[src/pte_pkg.sv]
// Package with shared types, constants and helper functions of the particle table engine.
`timescale 1ns / 1ps
package pte_pkg;

	localparam int DefaultSlots = 64;
	localparam logic [15:0] RandomSeed = 16'hACE1;
	localparam logic [11:0] WidthReset = 12'd320;
	localparam logic [11:0] HeightReset = 12'd240;

	typedef enum logic [1:0] {
		REQ_BURST = 2'd0,
		REQ_TICK = 2'd1,
		REQ_DRAW = 2'd2,
		REQ_NONE = 2'd3
	} req_t;

	typedef enum logic [2:0] {
		ST_IDLE,
		ST_SPREAD,
		ST_SPAWN,
		ST_SWEEP,
		ST_FLUSH,
		ST_EMPTY
	} state_t;

	typedef struct packed {
		logic [15:0] pos_x;
		logic [15:0] pos_y;
		logic [15:0] vel_x;
		logic [15:0] vel_y;
		logic [4:0] life;
		logic [4:0] start;
		logic [7:0] ramp;
	} particle_t;

	function automatic logic [15:0] xorshift(input logic [15:0] x);
		logic [15:0] a;
		logic [15:0] b;
		a = x ^ (x << 7);
		b = a ^ (a >> 9);
		return b ^ (b << 8);
	endfunction

	function automatic logic signed [7:0] dir_x(input logic [3:0] idx);
		logic signed [7:0] v;
		case (idx)
			4'd0: v = 8'sd64;
			4'd1: v = 8'sd59;
			4'd2: v = 8'sd45;
			4'd3: v = 8'sd24;
			4'd4: v = 8'sd0;
			4'd5: v = -8'sd24;
			4'd6: v = -8'sd45;
			4'd7: v = -8'sd59;
			4'd8: v = -8'sd64;
			4'd9: v = -8'sd59;
			4'd10: v = -8'sd45;
			4'd11: v = -8'sd24;
			4'd12: v = 8'sd0;
			4'd13: v = 8'sd24;
			4'd14: v = 8'sd45;
			4'd15: v = 8'sd59;
			default: v = 8'sd0;
		endcase
		return v;
	endfunction

	function automatic logic signed [7:0] dir_y(input logic [3:0] idx);
		return dir_x(idx - 4'd4);
	endfunction

	// Fade step (start - life) * 8 / (start + 1) for 5-bit operands.
	function automatic logic [7:0] fade_step(input logic [4:0] start, input logic [4:0] life);
		logic [8:0] num;
		logic [5:0] den;
		logic [3:0] q;
		num = 9'(({4'd0, start} - {4'd0, life}) << 3);
		den = {1'b0, start} + 6'd1;
		q = 4'd0;
		for (int k = 1; k <= 8; k++) begin
			if (num >= 9'(den * k)) begin
				q = 4'(k);
			end
		end
		return {4'd0, q};
	endfunction

endpackage

[src/pte_spawn.sv]
// Spawn datapath: random draw, speed modulo stepping and velocity products.
`timescale 1ns / 1ps
module pte_spawn
	import pte_pkg::*;
(
	input  logic        clk,
	input  logic [15:0] rnd,
	input  logic [7:0]  spread,
	input  logic        mod_load,
	output logic        mod_done,
	output logic signed [15:0] vel_x,
	output logic signed [15:0] vel_y,
	output logic [4:0]  life
);

	logic [11:0] rem_q;
	logic [7:0]  div_q;
	logic [8:0]  spd;
	logic signed [17:0] px;
	logic signed [17:0] py;

	always_ff @(posedge clk) begin
		if (mod_load) begin
			rem_q <= rnd[15:4];
			div_q <= (spread == 8'd0) ? 8'd1 : spread;
		end else if (rem_q >= {4'd0, div_q}) begin
			rem_q <= rem_q - {4'd0, div_q};
		end
	end

	assign mod_done = rem_q < {4'd0, div_q};
	assign spd = 9'd12 + {1'b0, rem_q[7:0]};
	assign px = dir_x(rnd[3:0]) * $signed({1'b0, spd});
	assign py = dir_y(rnd[3:0]) * $signed({1'b0, spd});
	assign vel_x = 16'(px >>> 6);
	assign vel_y = 16'(py >>> 6) - 16'sd14;
	assign life = 5'd10 + {1'b0, rnd[12:9]};

endmodule

[config.mk]
export PLATFORM = sky130hd
export DESIGN_NAME = pte_spawn
export DESIGN_NICKNAME = d
export VERILOG_FILES = /design/src/pte_pkg.sv /design/src/pte_spawn.sv
export SDC_FILE = /design/constraint.sdc
export NUM_CORES = 1
export LEC_CHECK = 0
export BUFFER_PORTS_ARGS = -buffer_cell sky130_fd_sc_hd__clkbuf_2
export CORE_ASPECT_RATIO = 0.7
export CORE_UTILIZATION = 55
export CTS_CLUSTER_DIAMETER = 200
export CTS_CLUSTER_SIZE = 40
export DETAILED_ROUTE_END_ITERATION = 10
export PLACE_DENSITY = 0.78
export SLEW_MARGIN = 20
export SYNTH_ARGS = -nofsm -noshare
export SYNTH_HDL_FRONTEND = slang
export SYNTH_SLANG_ARGS = --single-unit
[constraint.sdc]
create_clock -name clk -period 8.2 [get_ports clk]
set_input_delay 1.23 -clock clk [delete_from_list [all_inputs] [get_ports clk]]
set_output_delay 1.23 -clock clk [all_outputs]
set_load 0.02 [all_outputs]
==> results.txt, run 1 <==
----------------------------------------------------
[Outcome]
  Outcome ... complete, but fails checks
  Violations in the final reports ... setup timing

[Logic synthesis]
  Average cell area after synthesis ... 8.388 sq um
  Count of distinct cell types in the synthesized netlist ... a little over 60
  Most common flop cell mapped by yosys ... sky130_fd_sc_hd__edfxtp_1
  Yosys warns ... 0
  Number of storage elements in the synthesis netlist ... 20
  Sequential area share after synthesis ... 9.180%
  Total nets after synthesis ... between 900 and 1,000
  Most area-hungry cell type in the Yosys netlist ... sky130_fd_sc_hd__fa_1
  Proportion of register bits with asynchronous set or reset after synthesis ... 0%
  Cell Area, Synth ... around 6500 sq um
  Count of mapped cells out of synthesis ... 780
  Yosys top cell area share ... 25.40%
  Synth area leaders ... sky130_fd_sc_hd__fa_1 25%, sky130_fd_sc_hd__ha_1 20%, sky130_fd_sc_hd__edfxtp_1 9.2%
  Number of enable-type register cells in the synthesized netlist ... 20
  Top-count cell post-synth ... sky130_fd_sc_hd__inv_1
  Top cells by count, synth ... 132 x sky130_fd_sc_hd__inv_1, 108 x sky130_fd_sc_hd__nor2_1, 102 x sky130_fd_sc_hd__ha_1, 83 x sky130_fd_sc_hd__fa_1, 70 x sky130_fd_sc_hd__nand2_1

[Worst setup path]
  Crit end category ... output port
  Crit-path slowest cell ... sky130_fd_sc_hd__fa_1
  Maximum fanout encountered on the critical timing path ... 3
  Bufs and invs on worst path ... 7
  Maximum single-stage delay on the critical path ... between 0.5 and 0.6 ns
  Cell type group with the largest total delay on the critical path ... adder cells
  Worst setup SP type ... input port
  Critical path type ... in -> out
  Most prevalent standard cell on the critical path ... sky130_fd_sc_hd__fa_1
  Path length in cells of the critical path ... 31
  Worst Path Arrival ... 7.19 ns
  Length in cells of the worst reg-to-reg path ... 11
  Endpoint required time on the critical path ... roughly 7.0 ns

[Worst hold path]
  Worst hold path stage count ... 2
  Hold Crit Class ... reg -> reg

[Timing]
  Tmin final ... 8.415 ns
  Actual transition at the worst max-transition pin ... 0.9000 ns
  Sum of negative setup slack ... -0.5529 ns
  Pins over their slew limit ... 0
  Endpoints failing hold ... 0
  RSZ-0062 raised after global routing ... true
  Setup skew after layout ... 0.001414 ns
  Max_slew headroom ... 39.57%
  Crit path setup slack, layout ... -0.2155 ns
  Max Clock Freq ... ~0.12 GHz
  Post-route fraction of the period consumed by the critical path ... 102.6%
  Count of final setup violators ... 8

[Place]
  Instance area after placement ... 7670 sq um
  Weighted congestion at the end of routability-driven global placement ... 0.9156
  Post-Place Setup Slack ... -0.5658 ns
  Port Buffers ... 63
  Total placed cells including tap cells ... approximately 1,100
  HPWL after DPL ... approximately 14 mm

[Clock network]
  Clock sink total ... 20
  Worst-Skew Late Latency ... 0.25 ns
  CTS Buffer Depth ... 2
  Deepest level of the CTS H-tree ... 1
  CTS tree ... built
  Clock slew at the register clock pins of the worst setup and hold paths ... 0.05 ns
  CTS Hold Bufs ... 0
  Total clock buffers created by CTS ... 3
  Clock tree root driver cell ... sky130_fd_sc_hd__clkbuf_16

[Detailed routing]
  Avg WL per Cell ... 16.70 um
  Final wirelength ... approximately 18 mm
  Highest Signal Layer ... met4
  Via count of the routed design ... around 6,000
  DRC errors left ... 0
  Met3 routed WL ... 1.392 mm
  Count of TritonRoute iterations in the first routing pass ... 5
  First-iteration detailed-routing DRC count ... 343
  Remaining number of nets flagged by the antenna check after routing ... 0
  Sum of routed wire segments on met1 ... ~7.7 mm
  Met2 routed wirelength ... 8.639 mm
  Via density per instance ... about 5.5

[Layout]
  Design Area, Final ... 8418 sq um
  Fraction of layout instances using a drive strength above 1 ... 30.09%
  Area delta synth->final ... 28.67%
  Number of antenna repair diodes ... 0
  Area of the multi-input gates ... 5712 sq um
  Number of non-filler instances in the completed layout ... 1,087
  Layout net count ... ~1,100
  FILL cells ... 832
  Combined flip-flop and latch cell area ... 600.6 sq um

[Die]
  Io pins ... 64
  DIE WIDTH ... 132.4 um
  Die Footprint ... roughly 12,000 sq um
  Initial core utilization ... 57.95%
  Num rows ... 32
  Area of the core region ... 11,290 sq um
  Height of the chip ... a little over 90 um

[Global route]
  Number of global-route vias before repair ... 6,320
  First-pass GRT wire length ... slightly below 30 mm
  Congestion Overflow GR ... 0
  Antenna violations before repair ... 0
  GRT Total Usage ... around 30%
  Largest net degree at the start of global routing ... 34

[Job]
  Number of maximum-capacitance constraint violations ... 0

----------------------------------------------------
## timing repair
| action | CTS | global route |
|---|---|---|
| setup buffers | 13 | 12 |
| endpoints found under the setup margin | 15 | 16 |
| resized for setup | 49 | 67 |
| pin swaps | 29 | 31 |
## path summary, 6_finish.rpt
check / startpoint / to / slack [ns]
hold reg to reg: rem_q[10] / rem_q[10] / 0.69
setup reg to reg: rem_q[0] / rem_q[3] / 4.76
hold / removal: rem_q[10] / rem_q[10] / 0.69
setup / recovery: rnd[1] / vel_y[11] / -0.22
## layout by cell type, fill, tap and decap left out, drive strengths merged, types with 25 or more instances in the layout
cell type	count
fa	83
inv	133
ha	102
o21ai	27
nand2	70
clkbuf	55
a21oi	25
nor2	108
buf	133
xnor2	28
## state kept, by name (all words and copies together) (netlist names)
register and count:
div_q 8, rem_q 12
## logic make-up (layout without fill, tap and decap cells)
kind of cell	count (synthesis)	count (layout)	share of synthesized area (%)
AO/OA/AOI/OAI	98	98	9.792
XOR/XNOR	52	52	7.076
adder cells (fa/ha/maj)	185	185	44.90
buffers and inverters	169	323	10.73
flip-flops	20	20	9.180
multiplexers	7	7	1.071
AND/OR/NAND/NOR	249	249	17.25
## metal layers
| metal | up-vias | global-route usage [%] |
|---|---|---|
| li1 | 2804 | - |
| met1 | 2922 | 39.06 |
| met2 | 254 | 51.97 |
| met3 | 43 | 4.770 |
| met4 | 0 | 6.418 |
| met5 | - | 0 |
## area by class of cell
| class | count | share of cell area, % |
|---|---|---|
| clock buffer | 3 | 0.8918 |
| inverter | 135 | 6.094 |
| multi-input combinational | 591 | 67.85 |
| sequential | 20 | 7.134 |
| tap | 153 | 2.274 |
| timing repair buffer | 185 | 15.76 |
## per-stage QoR
stage | hold WS, ns | utilization [%]
after CTS | 0.6826 | 71.95
after global routing | 0.7368 | 74.56
final | 0.6867 | 74.56
after global placement | 0.6338 | 67.93
after floorplan | 0.6090 | -
after detailed placement | 0.6670 | 67.93
## worst min-delay path, cell delays in order, from the launching register on
cell                       delay (ns)
sky130_fd_sc_hd__edfxtp_1        0.38
sky130_fd_sc_hd__xor2_1          0.08
sky130_fd_sc_hd__o21ai_1         0.11
Power of run 1 is not shown: default switching activity piles up to over one toggle a cycle in this logic, so the estimate is an artifact.
==> run 2: changes to the inputs <==
Settings changed: CORE_ASPECT_RATIO 0.7 to 1.4.
==> run 2 against run 1 <==
  * The flow still finishes with violations (setup timing)
  * Non-clock buffer count decreased by 17
  * Global-route usage decreased by 3.1 points
  * Sequential cell count unchanged
==> results.txt, run 2 (synthesized netlist as in run 1, its figures left out) <==
----------------------------------------------------
[Clock network]
  Clock slew at the register clock pins of the worst setup and hold paths ... 0.06 ns (was 0.05 ns)
  Clock tree root driver cell ... sky130_fd_sc_hd__clkbuf_16 (unchanged)
  Worst-Skew Late Latency ... 0.25 ns (about the same)
  Total clock buffers created by CTS ... 3 (unchanged)
  Deepest level of the CTS H-tree ... 1 (unchanged)
  Clock sink total ... 20 (unchanged)
  CTS Buffer Depth ... 2 (unchanged)
  CTS tree ... built (unchanged)

[Global route]
  Global-route layer with the greatest usage ... met2 (unchanged)
  Largest net degree at the start of global routing ... 34 (unchanged)
  GRT Total Usage ... 26.66% (was 29.74%)
  Antenna violations before repair ... 0 (unchanged)
  Fraction of met1 tracks used by global routing ... 29.19% (was 39.06%)
  GR met3 Demand/Resource ... 2.422% (was 4.770%)
  Congestion Overflow GR ... 0 (unchanged)
  Number of global-route vias before repair ... 6,043 (was 6,320)
  M2 GR Usage ... 52.22% (was 51.97%)
  First-pass GRT wire length ... 26.32 mm (was 29.34 mm)

[Layout]
  Most frequent cells in the layout ... 122 x sky130_fd_sc_hd__inv_1, 104 x sky130_fd_sc_hd__nor2_1, 99 x sky130_fd_sc_hd__buf_4 (was 120 x sky130_fd_sc_hd__inv_1, 117 x sky130_fd_sc_hd__buf_4, 102 x sky130_fd_sc_hd__nor2_1)
  Fraction of layout instances using a drive strength above 1 ... 27.34% (was 30.09%)
  Number of antenna repair diodes ... 0 (unchanged)
  Number of non-filler instances in the completed layout ... 1,062 (was 1,087)
  Area delta synth->final ... 26.31% (was 28.67%)
  Area of the multi-input gates ... 5677 sq um (was 5712 sq um)
  Combined flip-flop and latch cell area ... 600.6 sq um (unchanged)
  Largest register FFs ... 12 (unchanged)
  Top Registers ... rem_q x12, div_q x8 (unchanged)
  Layout net count ... 1,130 (was 1,147)
  FILL cells ... 821 (was 832)
  Most common library cell in the layout ignoring fill and taps ... sky130_fd_sc_hd__inv_1 (unchanged)
  Register with the highest flop count ... rem_q (unchanged)

[Detailed routing]
  Final wirelength ... 16.46 mm (was 18.15 mm)
  DRC errors left ... 0 (unchanged)
  Count of TritonRoute iterations in the first routing pass ... 7 (was 5)
  Avg WL per Cell ... 15.50 um (was 16.70 um)
  Via count of the routed design ... 5,876 (was 6,023)
  Remaining number of nets flagged by the antenna check after routing ... 0 (unchanged)
  First-iteration detailed-routing DRC count ... 257 (was 343)
  Via density per instance ... 5.533 (was 5.541)

[Worst hold path]
  Hold Crit Class ... reg -> reg (unchanged)
  Worst hold path stage count ... 2 (unchanged)
  Destination of the worst hold path ... rem_q[11] (was rem_q[10])
  Worst min-delay path startpoint ... rem_q[11] (was rem_q[10])

[Timing]
  Count of final setup violators ... 4 (was 8)
  Setup skew after layout ... 0.003933 ns (was 0.001414 ns)
  Max Clock Freq ... 0.1172 GHz (was 0.1188 GHz)
  Actual transition at the worst max-transition pin ... 0.7112 ns (was 0.9000 ns)
  Max_slew headroom ... 52.42% (was 39.57%)
  Post-route fraction of the period consumed by the critical path ... 104.1% (was 102.6%)
  Tmin final ... 8.534 ns (was 8.415 ns)
  RSZ-0062 raised after global routing ... true (unchanged)
  Pins over their slew limit ... 0 (unchanged)
  Crit path setup slack, layout ... -0.3337 ns (was -0.2155 ns)
  Endpoints failing hold ... 0 (unchanged)

[Die]
  Die Footprint ... 12,340 sq um (about the same)
  Height of the chip ... 131.1 um (was 93.25 um)
  Area of the core region ... 11,450 sq um (was 11,290 sq um)
  Num rows ... 46 (was 32)
  Initial core utilization ... 57.12% (was 57.95%)
  DIE WIDTH ... 94.18 um (was 132.4 um)
  Io pins ... 64 (unchanged)

[Worst setup path]
  Destination of the worst register-to-register timing path ... rem_q[3] (unchanged)
  Crit-path slowest cell ... sky130_fd_sc_hd__fa_1 (unchanged)
  Critical path type ... in -> out (unchanged)
  Crit end category ... output port (unchanged)
  Maximum fanout encountered on the critical timing path ... 3 (unchanged)
  Worst Path Arrival ... 7.30 ns (was 7.19 ns)
  Worst reg-to-reg setup slack ... 5.10 ns (was 4.76 ns)
  Worst setup SP type ... input port (unchanged)
  Maximum single-stage delay on the critical path ... 0.56 ns (was 0.53 ns)
  Most prevalent standard cell on the critical path ... sky130_fd_sc_hd__fa_1 (unchanged)
  Endpoint required time on the critical path ... 6.97 ns (about the same)
  Length in cells of the worst reg-to-reg path ... 11 (unchanged)
  Source of the worst register-to-register timing path ... rem_q[0] (unchanged)

[Outcome]
  Violations in the final reports ... setup timing (unchanged)
  Outcome ... complete, but fails checks (unchanged)

[Place]
  Port Buffers ... 63 (unchanged)
  Weighted congestion at the end of routability-driven global placement ... 0.8872 (was 0.9156)
  Total placed cells including tap cells ... 1,041 (was 1,059)
  HPWL after DPL ... 12.42 mm (was 14.22 mm)

[Job]
  Number of maximum-capacitance constraint violations ... 0 (unchanged)

----------------------------------------------------
==> run 2: worst max-delay path by stage <==
stage                     startpoint         to  depth (start not counted)
after floorplan               rnd[1]  vel_y[11]                         28
after global placement        rnd[1]  vel_y[11]                         28
after detailed placement      rnd[1]  vel_y[11]                         28
after CTS                     rnd[1]  vel_y[11]                         31
after global routing          rnd[1]  vel_y[11]                         30
final                         rnd[1]  vel_y[11]                         30
==> run 2: through the flow <==
step                      setup TNS [ns]  utilization [%]  hold WS, ns  setup slack (ns)  area, sq um
after floorplan                -0.004827                -       0.6090         -0.004827         6643
after global placement           -0.7221            66.28       0.6279           -0.3669         7591
after CTS                        -0.9348            69.37       0.6603           -0.4203         7945
after global routing              -2.208            72.15       0.7030           -0.4929         8264
after detailed placement          -1.486            66.28       0.6426           -0.4531         7591
final                            -0.7945            72.15       0.6825           -0.3337         8264
==> run 2: metal layers <==
layer / part of all wire (%) / vias up
li1: - / 2787
met1: 37 / 2848
met2: 56 / 171
met3: 3.1 / 70
met4: 4.6 / 0
met5: 0 / -
==> run 2: final cells by class <==
type	instances	share of cell area (%)
Clock buffer	3	0.9084
Clock inverter	1	0.3634
Inverter	135	6.207
Multi-Input combinational cell	591	68.69
Sequential cell	20	7.267
Tap cell	144	2.180
Timing Repair Buffer	168	14.38
==> run 2: repair_timing <==
item / 4_1_cts / 5_1_grt
endpoints found under the setup margin: 9 / 16
pin swaps: 27 / 33
hold buffers: 0 / 0
gates resized for setup: 30 / 64
setup buffers: 12 / 5
==> run 2: critical path: cells and delay by family <==
kind	cells	cell delay [ns]
adders and majority gates	6	2.48
and+or+nand+nor	10	1.90
buffers and inverters	8	0.75
xor gates and xnor gates	2	0.19
AOI/OAI and AO/OA	4	0.74
Power of run 2 is left out for the same reason.
